$ cat config.mk
export PLATFORM = sky130hd
export DESIGN_NAME = ordered_key_list_engine_top
export DESIGN_NICKNAME = d
export VERILOG_FILES = /design/src/sv/okl_pkg.sv /design/src/sv/okl_key_ram.sv /design/src/sv/ordered_key_list_engine_top.sv
export SDC_FILE = /design/constraint.sdc
export NUM_CORES = 1
export LEC_CHECK = 0
export BUFFER_PORTS_ARGS = -buffer_cell sky130_fd_sc_hd__buf_2
export CORE_ASPECT_RATIO = 1.2
export CORE_MARGIN = 4
export CORE_UTILIZATION = 45
export DETAILED_ROUTE_END_ITERATION = 12
export PLACE_DENSITY = 0.65
export SETUP_SLACK_MARGIN = 0.02
export SLEW_MARGIN = 40
export SYNTH_ARGS = -nofsm -noshare
export SYNTH_HDL_FRONTEND = slang
export SYNTH_HIERARCHICAL = 1
export SYNTH_SLANG_ARGS = --single-unit
$ cat constraint.sdc
create_clock -name clk -period 10.6 [get_ports clk]
set_input_delay 0.53 -clock clk [delete_from_list [all_inputs] [get_ports clk]]
set_output_delay 0.53 -clock clk [all_outputs]
set_load 0.005 [all_outputs]
$ cat src/sv/okl_pkg.sv
package okl_pkg;

  localparam int MODE_W = 3;
  localparam int KEY_W  = 32;
  localparam int POS_W  = 6;
  localparam int STAT_W = 2;
  localparam int CNT_W  = 7;

  localparam logic [MODE_W-1:0] MODE_INS_HEAD = 3'd0;
  localparam logic [MODE_W-1:0] MODE_INS_TAIL = 3'd1;
  localparam logic [MODE_W-1:0] MODE_REM_KEY  = 3'd2;
  localparam logic [MODE_W-1:0] MODE_REM_POS  = 3'd3;
  localparam logic [MODE_W-1:0] MODE_EXISTS   = 3'd4;
  localparam logic [MODE_W-1:0] MODE_DUMP     = 3'd5;

  localparam logic [STAT_W-1:0] STAT_OK       = 2'd0;
  localparam logic [STAT_W-1:0] STAT_FULL     = 2'd1;
  localparam logic [STAT_W-1:0] STAT_NOTFOUND = 2'd2;

  typedef logic signed [KEY_W-1:0] key_t;

endpackage

$ cat src/sv/okl_key_ram.sv
module okl_key_ram #(
  parameter int DEPTH = 16,
  parameter int AW    = 4
) (
  input  logic            clk,
  input  logic            we,
  input  logic [AW-1:0]   waddr,
  input  okl_pkg::key_t   wdata,
  input  logic            re,
  input  logic [AW-1:0]   raddr,
  output okl_pkg::key_t   rdata
);

  okl_pkg::key_t mem [DEPTH];

  always_ff @(posedge clk) begin
    if (we) begin
      mem[waddr] <= wdata;
    end
    if (re) begin
      rdata <= mem[raddr];
    end
  end

endmodule

$ cat src/sv/ordered_key_list_engine_top.sv
// Ordered list of up to CAPACITY signed 32-bit keys held in a single synchronous key
// memory (one write and one registered read per cycle). One request is handled at a
// time. Insert at tail, and any request that is rejected or finds an empty list, goes
// straight from idle to its result. Insert at head moves every stored entry up one
// place, then writes the new key at the head. Remove by key and exists scan from the
// head. A removal, by key after the scan or by position, moves the entries behind the
// hole down one place. Dump gives one result per entry. Each entry moved or dumped is
// first read from the key memory, then written or sent out. A result stalled at the
// output register holds back the next dump read and the emit of the next result. A new
// request is accepted while the last result still waits there. No clearing pass is
// needed after reset.
module ordered_key_list_engine_top #(
  parameter int CAPACITY = 16
) (
  input  logic                              clk,
  input  logic                              rst,
  input  logic                              in_valid,
  output logic                              in_stall,
  input  logic [okl_pkg::MODE_W-1:0]        mode,
  input  okl_pkg::key_t                     key,
  input  logic [okl_pkg::POS_W-1:0]         position,
  output logic                              out_valid,
  input  logic                              out_stall,
  output okl_pkg::key_t                     entry_key,
  output logic                              found,
  output logic [okl_pkg::STAT_W-1:0]        status,
  output logic [okl_pkg::CNT_W-1:0]         entry_count,
  output logic                              last
);

  localparam int AW = (CAPACITY > 1) ? $clog2(CAPACITY) : 1;
  localparam int CW = $clog2(CAPACITY + 1);

  localparam logic [3:0] S_IDLE   = 4'd0;
  localparam logic [3:0] S_SH_RD  = 4'd1;
  localparam logic [3:0] S_SH_WR  = 4'd2;
  localparam logic [3:0] S_HD_WR  = 4'd3;
  localparam logic [3:0] S_SR_RD  = 4'd4;
  localparam logic [3:0] S_SR_CMP = 4'd5;
  localparam logic [3:0] S_DN_RD  = 4'd6;
  localparam logic [3:0] S_DN_WR  = 4'd7;
  localparam logic [3:0] S_DP_RD  = 4'd8;
  localparam logic [3:0] S_DP_OUT = 4'd9;
  localparam logic [3:0] S_EMIT   = 4'd10;

  localparam logic [CW-1:0] CAP_CNT = CW'(CAPACITY);

  logic [3:0]                 state;
  logic [CW-1:0]              count;
  logic [CW-1:0]              idx;
  logic [CW-1:0]              idx_inc;
  logic [CW-1:0]              idx_dec;
  okl_pkg::key_t              op_key;
  logic                       op_exists;
  logic                       res_found;
  logic [okl_pkg::STAT_W-1:0] res_status;

  logic                       in_fire;
  logic                       out_free;
  logic                       pos_ok;

  logic                       mem_we;
  logic [AW-1:0]              mem_waddr;
  okl_pkg::key_t              mem_wdata;
  logic                       mem_re;
  logic [AW-1:0]              mem_raddr;
  okl_pkg::key_t              mem_rdata;

  assign in_stall = (state != S_IDLE);
  assign in_fire  = in_valid && !in_stall;
  assign out_free = !out_valid || !out_stall;
  assign idx_inc  = idx + CW'(1);
  assign idx_dec  = idx - CW'(1);
  assign pos_ok   = ({1'b0, position} < okl_pkg::CNT_W'(count));

  okl_key_ram #(
    .DEPTH (CAPACITY),
    .AW    (AW)
  ) u_ram (
    .clk   (clk),
    .we    (mem_we),
    .waddr (mem_waddr),
    .wdata (mem_wdata),
    .re    (mem_re),
    .raddr (mem_raddr),
    .rdata (mem_rdata)
  );

  always_comb begin
    mem_we    = 1'b0;
    mem_waddr = count[AW-1:0];
    mem_wdata = key;
    mem_re    = 1'b0;
    mem_raddr = idx[AW-1:0];
    case (state)
      S_IDLE: begin
        if (in_fire && count != CAP_CNT &&
            (mode == okl_pkg::MODE_INS_TAIL ||
             (mode == okl_pkg::MODE_INS_HEAD && count == '0))) begin
          mem_we = 1'b1;
        end
      end
      S_SH_RD: begin
        mem_re    = 1'b1;
        mem_raddr = idx_dec[AW-1:0];
      end
      S_SH_WR: begin
        mem_we    = 1'b1;
        mem_waddr = idx[AW-1:0];
        mem_wdata = mem_rdata;
      end
      S_HD_WR: begin
        mem_we    = 1'b1;
        mem_waddr = '0;
        mem_wdata = op_key;
      end
      S_SR_RD: begin
        mem_re = 1'b1;
      end
      S_DN_RD: begin
        if (idx_inc < count) begin
          mem_re    = 1'b1;
          mem_raddr = idx_inc[AW-1:0];
        end
      end
      S_DN_WR: begin
        mem_we    = 1'b1;
        mem_waddr = idx[AW-1:0];
        mem_wdata = mem_rdata;
      end
      S_DP_RD: begin
        mem_re = 1'b1;
      end
      default: begin
      end
    endcase
  end

  always_ff @(posedge clk) begin
    if (out_valid && !out_stall) begin
      out_valid <= 1'b0;
    end
    case (state)
      S_IDLE: begin
        if (in_fire) begin
          op_key     <= key;
          op_exists  <= (mode == okl_pkg::MODE_EXISTS);
          res_found  <= 1'b0;
          res_status <= okl_pkg::STAT_OK;
          idx        <= '0;
          state      <= S_EMIT;
          case (mode)
            okl_pkg::MODE_INS_HEAD, okl_pkg::MODE_INS_TAIL: begin
              if (count == CAP_CNT) begin
                res_status <= okl_pkg::STAT_FULL;
              end else if (mode == okl_pkg::MODE_INS_TAIL || count == '0) begin
                count <= count + CW'(1);
              end else begin
                idx   <= count;
                state <= S_SH_RD;
              end
            end
            okl_pkg::MODE_REM_KEY, okl_pkg::MODE_EXISTS: begin
              if (count == '0) begin
                if (mode == okl_pkg::MODE_REM_KEY) begin
                  res_status <= okl_pkg::STAT_NOTFOUND;
                end
              end else begin
                state <= S_SR_RD;
              end
            end
            okl_pkg::MODE_REM_POS: begin
              if (pos_ok) begin
                idx   <= CW'(position);
                state <= S_DN_RD;
              end else begin
                res_status <= okl_pkg::STAT_NOTFOUND;
              end
            end
            okl_pkg::MODE_DUMP: begin
              if (count != '0) begin
                state <= S_DP_RD;
              end
            end
            default: begin
            end
          endcase
        end
      end
      S_SH_RD: begin
        state <= S_SH_WR;
      end
      S_SH_WR: begin
        idx <= idx_dec;
        if (idx == CW'(1)) begin
          state <= S_HD_WR;
        end else begin
          state <= S_SH_RD;
        end
      end
      S_HD_WR: begin
        count <= count + CW'(1);
        state <= S_EMIT;
      end
      S_SR_RD: begin
        state <= S_SR_CMP;
      end
      S_SR_CMP: begin
        if (mem_rdata == op_key) begin
          if (op_exists) begin
            res_found <= 1'b1;
            state     <= S_EMIT;
          end else begin
            state <= S_DN_RD;
          end
        end else if (idx_inc == count) begin
          if (!op_exists) begin
            res_status <= okl_pkg::STAT_NOTFOUND;
          end
          state <= S_EMIT;
        end else begin
          idx   <= idx_inc;
          state <= S_SR_RD;
        end
      end
      S_DN_RD: begin
        if (idx_inc < count) begin
          state <= S_DN_WR;
        end else begin
          count     <= count - CW'(1);
          res_found <= 1'b1;
          state     <= S_EMIT;
        end
      end
      S_DN_WR: begin
        idx   <= idx_inc;
        state <= S_DN_RD;
      end
      S_DP_RD: begin
        state <= S_DP_OUT;
      end
      S_DP_OUT: begin
        if (out_free) begin
          out_valid   <= 1'b1;
          entry_key   <= mem_rdata;
          found       <= 1'b1;
          status      <= okl_pkg::STAT_OK;
          entry_count <= okl_pkg::CNT_W'(count);
          last        <= (idx_inc == count);
          idx         <= idx_inc;
          state       <= (idx_inc == count) ? S_IDLE : S_DP_RD;
        end
      end
      S_EMIT: begin
        if (out_free) begin
          out_valid   <= 1'b1;
          entry_key   <= '0;
          found       <= res_found;
          status      <= res_status;
          entry_count <= okl_pkg::CNT_W'(count);
          last        <= 1'b1;
          state       <= S_IDLE;
        end
      end
      default: begin
        state <= S_IDLE;
      end
    endcase
    if (rst) begin
      state     <= S_IDLE;
      count     <= '0;
      out_valid <= 1'b0;
    end
  end

endmodule

==> results_dict.tcl, run 1 <==
set metrics [dict create \
    max_stage_delay_ns 0.63 \
    slew_headroom 0.427 \
    timing.final.crit_share 0.474 \
    worst_pin_slew_ns 0.857 \
    layout-drive-gt1-share 0.249 \
    setup_viol 0 \
    syn-cell-area_um2 25400 \
    rows 95 \
    cts.sinks 636 \
    fp.dieW_um 225 \
    rsz0062_at_grt "no" \
    post_drt_wl_per_cell_um 28.4 \
    status "finished, final reports clean" \
    synthCells 1325 \
    hp-class "primary input to flip-flop" \
    slowest_stage "buf_6" \
    grt_overflow 0 \
    crit_type "flip-flop to flip-flop" \
    yosys.area_share.adder 0.00816 \
    worst_setup_path_start_kind "flip-flop" \
    clk_pin_slew_ns 0.06 \
    slew_viol_final 0 \
    pin_count 90 \
    nets 1498 \
    synth_area_leaders "edfxtp_1 (74%), mux4_2 (11%), a22oi_1 (2.1%)" \
    end_kind "flip-flop" \
    async_flop_share 0 \
    cts_buffers 58 \
    synth.top_cell.area_share 0.739 \
    vias_per_cell 6.08 \
    fmax_ghz 0.199 \
    core_area_um2 56000 \
    synthFlopType "edfxtp_1" \
    vias 13400 \
    yosys_warnings 6 \
    fin_skew_ns 0.0313 \
    synth_xor_area_frac 0.0151 \
    place_area_um2 26900 \
    grt_max_degree 71 \
    synth_simple_gate_area_frac 0.0399 \
    fin_area_um2 28800 \
    grt_pass1_vias 13400 \
    synth_mux_area_frac 0.114 \
    drtPass1Iterations 6 \
    yosysSeqAreaShare 0.747 \
    grt_antenna_before_repair 1 \
    synth_edf_count 626 \
    cts-root-buf "clkbuf_16" \
    drt-total-wl_um 62700 \
    stdcell_count 2210 \
    drtAntennaViolNets 0 \
    clock_path_buffers 3 \
    cp.arrival_ns 5.38 \
    post-place-ws_ns 5.52 \
    worstPathMaxFanout 48 \
    fin_setup_tns_ns 0 \
    cts.repair.resized 0 \
    cts_tree "done" \
    p_total_uw 8960 \
    path_delay_family "buffers and inverters" \
    die_h_um 269 \
    path_cells "inv_1 > ha_1 > ha_1 > nand3b_1 > a21oi_1 > a2111o_1 > nand2_1 > xnor2_2 > buf_4 > buf_6 > mux4_2 > a22oi_1 > nand2_1" \
    clock_latency_ns 0.63 \
    synth_cell_type_count 66 \
    syn2layout_area_growth_pct 13.1 \
    cap_violations 0 \
    htreeDepth 2 \
    synth.avg_cell_area_um2 19.2 \
    power_density_nw_per_um2 311 \
    synth_top_family_by_area "multiplexers" \
    grt_pass1_wl_um 91100 \
    drt_iter0_markers 1670 \
    ys_ff_latch 636 \
    die_area_um2 60400 \
    p_leak_uw 0.00937 \
    hpwl_um 33800 \
    synth_top_area_cell "edfxtp_1" \
    hold_viol 0 \
    synth_compound_area_frac 0.0554 \
    initial_core_util 0.455 \
    crit_buf_inv 3 \
    holdBufCountCts 0 \
    nFillCells 4397 \
    numPortBuffers 87 \
    period_needed_ns 5.03 \
    peakVddDrop_mv 0.309 \
    place_inst 2102 \
    required_ns 10.95 \
    route.detailed.drc 0 \
    grt_use_total 0.206 \
    place_congestion 0.859 \
    fin_ws_ns 5.57 \
    post_cts.repair.setup_buffers 0 \
]
worst reg2reg max path, delay by kind of cell, from the launching register on:
| kind | cells | cell delay (ns) |
|---|---|---|
| buffers and inverters | 3 | 1.46 |
| AO/OA/AOI/OAI | 3 | 0.83 |
| adder cells (fa/ha/maj) | 2 | 0.75 |
| multiplexers | 1 | 0.65 |
| flip-flops | 1 | 0.62 |
| AND/OR/NAND/NOR | 3 | 0.35 |
| XOR/XNOR | 1 | 0.12 |
cells in the mapped netlist, types with 9 or more instances:
master / n
inv_1: 46
clkbuf_1: 34
ha_1: 15
buf_1: 12
nor2_1: 38
edfxtp_1: 626
a222oi_1: 32
a22oi_1: 70
dfxtp_1: 10
o21ai_0: 11
nor2b_1: 37
nand3_1: 9
nand4_1: 10
xnor2_1: 41
buf_4: 11
buf_2: 13
mux4_2: 128
a21oi_1: 18
nand2_1: 56
registers in the layout, indices dropped and copies added, names as in the netlist:
register	flops
entry_key	32
status	2
op_exists	1
state	4
op_key	32
u_ram/rdata	32
found	1
idx	5
entry_count	5
last	1
count	5
res_status	2
u_ram/mem	512
res_found	1
out_valid	1
path summary, 6_finish.rpt:
check | from | to | slack [ns] | depth (start not counted)
max | idx[0] | u_ram/rdata[18] | 5.57 | 13
min | key[28] | op_key[28] | 0.11 | 1
max reg2reg | idx[0] | u_ram/rdata[18] | 5.57 | 13
min reg2reg | res_found | found | 0.50 | 1
cell type report:
type,count,area [µm²],area share
Clock buffer,80,1600,0.0554
Antenna cell,1,2.50,0.0000869
Sequential cell,636,19000,0.660
Timing Repair Buffer,123,761,0.0264
Tap cell,727,910,0.0316
Multi-Input combinational cell,572,6150,0.214
Inverter,46,173,0.00600
Clock inverter,25,194,0.00674
where the power goes:
group	total (µW)	switching [µW]	internal, µW
logic	3280	1920	1370
clock network	1980	882	1100
registers	3690	218	3470
cells in the final DEF (no fill, tap or decap), types with 8 or more instances in the layout:
cell type,count
nand3_1,9
xnor2_1,40
inv_1,46
dfxtp_1,10
buf_2,87
mux4_2,128
nand2_1,56
nor2_4,13
edfxtp_1,626
a22oi_1,70
ha_1,15
clkinv_2,10
clkinv_1,9
buf_4,30
a21oi_1,17
o21ai_0,10
nor2b_1,35
a222oi_1,32
nand2b_1,8
clkbuf_1,17
nor2_1,25
clkbuf_16,59
nand4_1,10
logic make-up after synthesis:
logic type / count (synthesis)
AO/OA/AOI/OAI: 182
XOR/XNOR: 44
adder cells (fa/ha/maj): 16
buffers and inverters: 118
flip-flops: 636
multiplexers: 131
other: 1
AND/OR/NAND/NOR: 197
per-layer routing:
| metal | part of all wire | global-route usage |
|---|---|---|
| met1 | 0.39 | 0.283 |
| met3 | 0.084 | 0.0356 |
| met2 | 0.50 | 0.344 |
| met5 | 0 | 0 |
| met4 | 0.028 | 0.0611 |
per-stage QoR:
stage,utilization,hold WS [ns]
4_1_cts,0.513,0.0847
3_5_place_dp,0.481,0.494
3_3_place_gp,0.481,0.488
5_1_grt,0.514,0.0865
6_report,0.514,0.109
2_1_floorplan,-,0.459
Note: power is estimated with default switching activity, not from simulation.
==> run 2: changes to the inputs <==
--- a/config.mk
+++ b/config.mk
@@ -5,12 +5,13 @@
 export SDC_FILE = /design/constraint.sdc
 export NUM_CORES = 1
 export LEC_CHECK = 0
+export ABC_AREA = 1
 export BUFFER_PORTS_ARGS = -buffer_cell sky130_fd_sc_hd__buf_2
 export CORE_ASPECT_RATIO = 1.2
 export CORE_MARGIN = 4
 export CORE_UTILIZATION = 45
 export DETAILED_ROUTE_END_ITERATION = 12
-export PLACE_DENSITY = 0.65
+export PLACE_DENSITY = 0.67
 export SETUP_SLACK_MARGIN = 0.02
 export SLEW_MARGIN = 40
 export SYNTH_ARGS = -nofsm -noshare
==> constraint.sdc (replaced) <==
create_clock -name clk -period 4.3 [get_ports clk]
set_input_delay 0.215 -clock clk [delete_from_list [all_inputs] [get_ports clk]]
set_output_delay 0.215 -clock clk [all_outputs]
set_load 0.005 [all_outputs]
==> run 2 against run 1 <==
  * Non-clock buffer count rose by 72
  * Worst hold slack worse by 0.035 ns
  * Synthesized cell count increased by 110%
  * Global-route usage grew 1.1 points
  * Highest routed layer unchanged
  * Via count is 47% higher
  * Utilization grew 0.84 points
  * Critical path type unchanged
  * First-iteration DRC count up 15%
  * Setup slack worse by 5.2 ns
  * Sequential share of layout area decreased by 7.6 points
==> results_dict.tcl, run 2 <==
set metrics [dict create \
    end_kind "flip-flop" \
    peakVddDrop_mv 0.562 \
    route.detailed.drc 0 \
    fp.dieW_um 238 \
    synthFlopType "edfxtp_1" \
    synth_top_family_by_area "simple AND/OR/NAND/NOR gates" \
    timing.final.crit_share 0.904 \
    layout.cells.most_common "nand2_1" \
    drt_iter0_markers 1920 \
    initial_core_util 0.457 \
    worst_pin_slew_ns 0.911 \
    die_h_um 283 \
    post_cts.repair.setup_buffers 0 \
    htreeDepth 2 \
    drt-total-wl_um 74500 \
    numPortBuffers 87 \
    path_delay_family "simple AND/OR/NAND/NOR gates" \
    ys_top_cells_by_count "nand2_1 (850), edfxtp_1 (626), inv_1 (479), nand3_1 (407), nor2_1 (89)" \
    core_area_um2 62300 \
    pin_count 90 \
    fin_skew_ns 0.0140 \
    path_cells "inv_1 > ha_1 > ha_1 > nand2_1 > nor2_1 > nand2_1 > nand3_1 > nor2_4 > nor2_2 > xor2_4 > buf_12 > buf_12 > nand2_1 > nand3_1 > nand3_1 > nand3_1 > nand2_1" \
    synth_area_leaders "edfxtp_1 (66%), nand2_1 (11%), nand3_1 (7.2%)" \
    grt_antenna_before_repair 1 \
    rsz0062_at_grt "no" \
    synth_mux_area_frac 0 \
    syn2layout_area_growth_pct 14.4 \
    slew_viol_final 0 \
    clk_pin_slew_ns 0.07 \
    hold_viol 0 \
    place_area_um2 30300 \
    multi_input_area_um2 7040 \
    required_ns 4.67 \
    layout.area.seq_um2 19000 \
    synth.avg_cell_area_um2 10.4 \
    crit_type "flip-flop to flip-flop" \
    grt_use_total 0.217 \
    place_inst 3607 \
    cts_tree "done" \
    clock_path_buffers 3 \
    synth_simple_gate_area_frac 0.203 \
    post_drt_wl_per_cell_um 19.8 \
    nFillCells 5288 \
    synth_top_area_cell "edfxtp_1" \
    grt_pass1_vias 19200 \
    worst_setup_path_start_kind "flip-flop" \
    cp.arrival_ns 4.25 \
    yosys_warnings 6 \
    largest_reg_flops 512 \
    rows 100 \
    hp-class "primary input to flip-flop" \
    cts-root-buf "clkbuf_16" \
    place_congestion 0.904 \
    setup_viol 0 \
    slowest_stage "edfxtp_1" \
    fmax_ghz 0.257 \
    async_flop_share 0 \
    stdcell_count 3753 \
    yosysSeqAreaShare 0.668 \
    yosysMostFrequentCell "nand2_1" \
    synth_cell_type_count 45 \
    status "finished, final reports clean" \
    period_needed_ns 3.89 \
    grt_max_degree 113 \
    layout-drive-gt1-share 0.103 \
    die_area_um2 67300 \
    final_cell_mix "nand2_1 (849), edfxtp_1 (626), inv_1 (477)" \
    hpwl_um 44300 \
    grt_overflow 0 \
    worstPathMaxFanout 51 \
    synth_edf_count 626 \
    vias 19700 \
    nets 2948 \
    slew_headroom 0.391 \
    drtAntennaViolNets 0 \
    p_total_uw 24200 \
    whs_ns 0.0739 \
    fin_setup_tns_ns 0 \
    drtPass1Iterations 5 \
    crit_buf_inv 3 \
    max_stage_delay_ns 0.48 \
    vias_per_cell 5.26 \
    synthCells 2749 \
    p_leak_uw 0.0138 \
    synth.top_cell.area_share 0.661 \
    ys_ff_latch 636 \
    cap_violations 0 \
    regMostFlops "u_ram/mem" \
    synth_xor_area_frac 0.00831 \
    power_density_nw_per_um2 744 \
    cts.sinks 636 \
    clock_latency_ns 0.62 \
    syn-cell-area_um2 28500 \
    grt_pass1_wl_um 113000 \
    fin_area_um2 32600 \
    yosys.area_share.adder 0.00730 \
    cts_buffers 59 \
    synth_compound_area_frac 0.0206 \
]
run 2: cell types whose count changed after synthesis, sizes merged, moves of 14 or more:
cell | before | now
nor2b | 37 | 0
nand3 | 9 | 407
buf | 38 | 99
inv | 46 | 491
nand2 | 56 | 854
mux4 | 128 | 0
xnor2 | 41 | 19
nor2 | 38 | 100
clkbuf | 34 | 20
a222oi | 32 | 0
o221ai | 2 | 16
a22oi | 70 | 18
run 2: layout make-up:
type | count | area share
flip-flops and latches | 636 | 0.584
multi-input cells | 1504 | 0.216
inverters | 491 | 0.0570
repair buffers | 195 | 0.0523
clock buffers | 73 | 0.0483
well taps | 816 | 0.0314
clock inverters | 36 | 0.0113
diodes | 2 | 0.000154
run 2: through the flow:
stage | util | worst slack, ns
after floorplan | - | 0.488
after global placement | 0.484 | 0.397
after detailed placement | 0.486 | 0.350
after CTS | 0.522 | 0.319
after global routing | 0.522 | 0.111
final | 0.523 | 0.412
run 2: timing repair:
item | 4_1_cts | 5_1_grt
endpoints found under the hold margin | 38 | 0
resized for setup | 0 | 1
hold buffers | 35 | 0
setup endpoints to repair | 0 | 12
run 2: power by group:
group          internal (µW)  switching (µW)
logic                   3030            7090
clock network           3060            2220
registers               8400             410
run 2: worst reg2reg max path, delay by kind of cell (launching register included):
kind	cells	cell delay [ns]
buffers and inverters	3	0.87
DFF	1	0.48
adders and majority gates	2	0.65
and+or+nand+nor	11	1.33
xor gates and xnor gates	1	0.32
run 2: kinds of logic after synthesis:
logic type / after synthesis
xor+xnor: 27
compound gates: 87
fa+ha+maj: 16
buf+inv: 610
flops: 636
other cells: 1
simple gates: 1372
run 2: worst paths after layout:
kind | startpoint | end | slack, ns | cells past startpoint
worst max-delay path | idx[0] | u_ram/rdata[0] | 0.41 | 17
worst min-delay path | position[1] | idx[1] | 0.07 | 3
worst max register to register | idx[0] | u_ram/rdata[0] | 0.41 | 17
worst min register to register | count[4] | entry_count[4] | 0.47 | 0
run 2: per-layer routing:
metal,share of wire,track usage
met1,0.40,0.283
met2,0.48,0.361
met3,0.079,0.0368
met4,0.044,0.0910
met5,0,0
==> run 3: changes to the inputs <==
--- a/config.mk
+++ b/config.mk
@@ -11,7 +11,8 @@
 export CORE_MARGIN = 4
 export CORE_UTILIZATION = 45
 export DETAILED_ROUTE_END_ITERATION = 12
-export PLACE_DENSITY = 0.67
+export MAX_ROUTING_LAYER = met4
+export PLACE_DENSITY = 0.65
 export SETUP_SLACK_MARGIN = 0.02
 export SLEW_MARGIN = 40
 export SYNTH_ARGS = -nofsm -noshare
==> constraint.sdc (replaced) <==
create_clock -name clk -period 4.8 [get_ports clk]
set_input_delay 0.24 -clock clk [delete_from_list [all_inputs] [get_ports clk]]
set_output_delay 0.24 -clock clk [all_outputs]
set_load 0.005 [all_outputs]
==> run 3 against run 2 <==
  * Die area unchanged
  * Worst hold slack better by 0.036 ns
  * Critical path depth down 1
  * Routed wire length down 1.1%
  * Utilization down 0.41 points
  * Combinational power down 14%
  * Setup slack better by 0.054 ns
  * Clock power down 9.8%
  * Sequential share of layout area up 0.47 points
  * Critical endpoint is now u_ram/rdata[18]
  * Largest power group unchanged
==> results_dict.tcl, run 3 (synthesis results as in run 2) <==
set metrics [dict create \
    p_leak_uw 0.0136 \
    fin_skew_ns 0.0233 \
    hold_path_end "res_status[1]" \
    final_cell_mix "nand2_1 (849), edfxtp_1 (626), inv_1 (477)" \
    nets 2924 \
    setup_viol 0 \
    r2r-start "idx[0]" \
    fin_setup_tns_ns 0 \
    grt_pass1_vias 18500 \
    cts-root-buf "clkbuf_16" \
    regMostFlops "u_ram/mem" \
    r2r.worst_path.cells 16 \
    vias 19300 \
    numPortBuffers 87 \
    drt-total-wl_um 73600 \
    p_switching_uw 8650 \
    vias_per_cell 5.18 \
    power.internal_uw 12700 \
    grt_antenna_before_repair 0 \
    cts_buffers 58 \
    layout-drive-gt1-share 0.0990 \
    htreeDepth 2 \
    cts.sinks 636 \
    end_kind "flip-flop" \
    rsz0062_at_grt "no" \
    initial_core_util 0.457 \
    hold_viol 0 \
    die_area_um2 67300 \
    nFillCells 5333 \
    grt_use_total 0.219 \
    worstPathMaxFanout 178 \
    hpwl_um 42000 \
    clock_path_buffers 3 \
    p_clk_frac 0.223 \
    required_ns 5.15 \
    cap_violations 0 \
    largest_reg_flops 512 \
    crit_type "flip-flop to flip-flop" \
    wl_met1_um 29900 \
    top_layer "met4" \
    post_drt_wl_per_cell_um 19.8 \
    layout.cells.most_common "nand2_1" \
    worst_setup_path_start_kind "flip-flop" \
    die_h_um 283 \
    worstHoldStart "mode[1]" \
    fmax_ghz 0.231 \
    fin_ws_ns 0.466 \
    pwr-share-comb 0.408 \
    hold_depth 3 \
    slew_viol_final 0 \
    wl_met2_um 36100 \
    fp.dieW_um 238 \
    period_needed_ns 4.33 \
    cts_tree "done" \
    wl_met3_um 5120 \
    pin_count 90 \
    slew_headroom 0.383 \
    swShare 0.405 \
    drt_iter0_markers 1677 \
    post-place-ws_ns 0.674 \
    cp.arrival_ns 4.69 \
    timing.final.crit_share 0.903 \
    peakVddDrop_mv 0.683 \
    grt_overflow 0 \
    route.detailed.drc 0 \
    grt_pass1_wl_um 111000 \
    drtPass1Iterations 5 \
    timing.rr.end "u_ram/rdata[18]" \
    core_area_um2 62300 \
    power_density_nw_per_um2 661 \
    status "finished, final reports clean" \
    layout.area.seq_um2 19000 \
    drtAntennaViolNets 0 \
    place_congestion 0.936 \
    p_total_uw 21400 \
    multi_input_area_um2 7060 \
    syn2layout_area_growth_pct 13.5 \
    clk_pin_slew_ns 0.07 \
    rows 100 \
    rrSetupSlack_ns 0.47 \
    cts.repair.resized 0 \
    hp-class "primary input to flip-flop" \
    grt_max_degree 179 \
    seqPwrFrac 0.370 \
    worst_pin_slew_ns 0.926 \
    clock_latency_ns 0.61 \
]
==> run 3: cell count changes in the layout (fill, tap and decap cells not counted), moves of 2 or more <==
cell | before | now
clkbuf_16 | 61 | 59
o221ai_2 | 5 | 9
clkbuf_1 | 12 | 7
clkinv_1 | 14 | 12
buf_12 | 26 | 16
clkinvlp_4 | 1 | 7
o221ai_1 | 10 | 6
clkinv_8 | 0 | 2
buf_4 | 44 | 31
==> run 3: how the worst max path moves through the flow <==
stage | endpoint | from | cells after the start | slack, ns
after CTS | u_ram/rdata[18] | idx[0] | 16 | 0.63
after detailed placement | u_ram/rdata[20] | idx[0] | 17 | 0.67
after floorplan | u_ram/mem[12][0] | state[3] | 7 | 0.42
after global placement | u_ram/rdata[20] | idx[0] | 16 | 0.78
after global routing | u_ram/rdata[20] | idx[0] | 16 | 0.31
final | u_ram/rdata[18] | idx[0] | 16 | 0.47
==> run 3: per-layer routing <==
metal / GRT usage / up-vias
li1: - / 9168
met1: 0.283 / 9224
met2: 0.363 / 763
met3: 0.0254 / 161
met4: 0.0729 / 0
met5: - / -
==> run 3: power by group through the flow <==
stage | Clock, µW | Combinational (µW) | Sequential, µW
after floorplan | 0 | 6340 | 7870
after global placement | 0 | 8380 | 7990
after detailed placement | 0 | 8590 | 8000
after CTS | 4830 | 8680 | 7890
after global routing | 5080 | 9610 | 7950
final | 4760 | 8710 | 7900
==> run 3: timing repair <==
action                                  4_1_cts  5_1_grt
hold buffers                                 35        0
hold endpoints to repair                     37        0
endpoints found under the setup margin        0        0
setup buffers                                 0        0
==> run 3: final cells by class <==
type,instances,share of cell area
Inverter,491,0.0578
Tap cell,816,0.0316
Multi-Input combinational cell,1504,0.219
Antenna cell,1,0.0000775
Sequential cell,636,0.588
Clock inverter,41,0.0142
Timing Repair Buffer,172,0.0431
Clock buffer,66,0.0465
==> run 3: worst max-delay path, stage by stage (launching register included) <==
cell      delay, ns
edfxtp_1       0.48
inv_1          0.25
ha_1           0.34
ha_1           0.31
nand2_1        0.06
nor2_1         0.18
nand2_1        0.08
nand3_1        0.15
nor2_4         0.06
nor2_1         0.43
xor2_4         0.33
buf_12         0.60
nand2_1        0.14
nand3_1        0.14
nand3_1        0.10
nand3_1        0.12
nand2_1        0.06
==> run 3: stage by stage <==
stage	utilization	std cells	hold WS [ns]	area [µm²]
2_1_floorplan	-	2750	0.309	28500
3_3_place_gp	0.479	3582	0.435	29900
3_5_place_dp	0.481	3584	0.434	30000
4_1_cts	0.518	3726	0.0859	32300
5_1_grt	0.518	3726	0.0983	32300
6_report	0.518	3727	0.110	32300
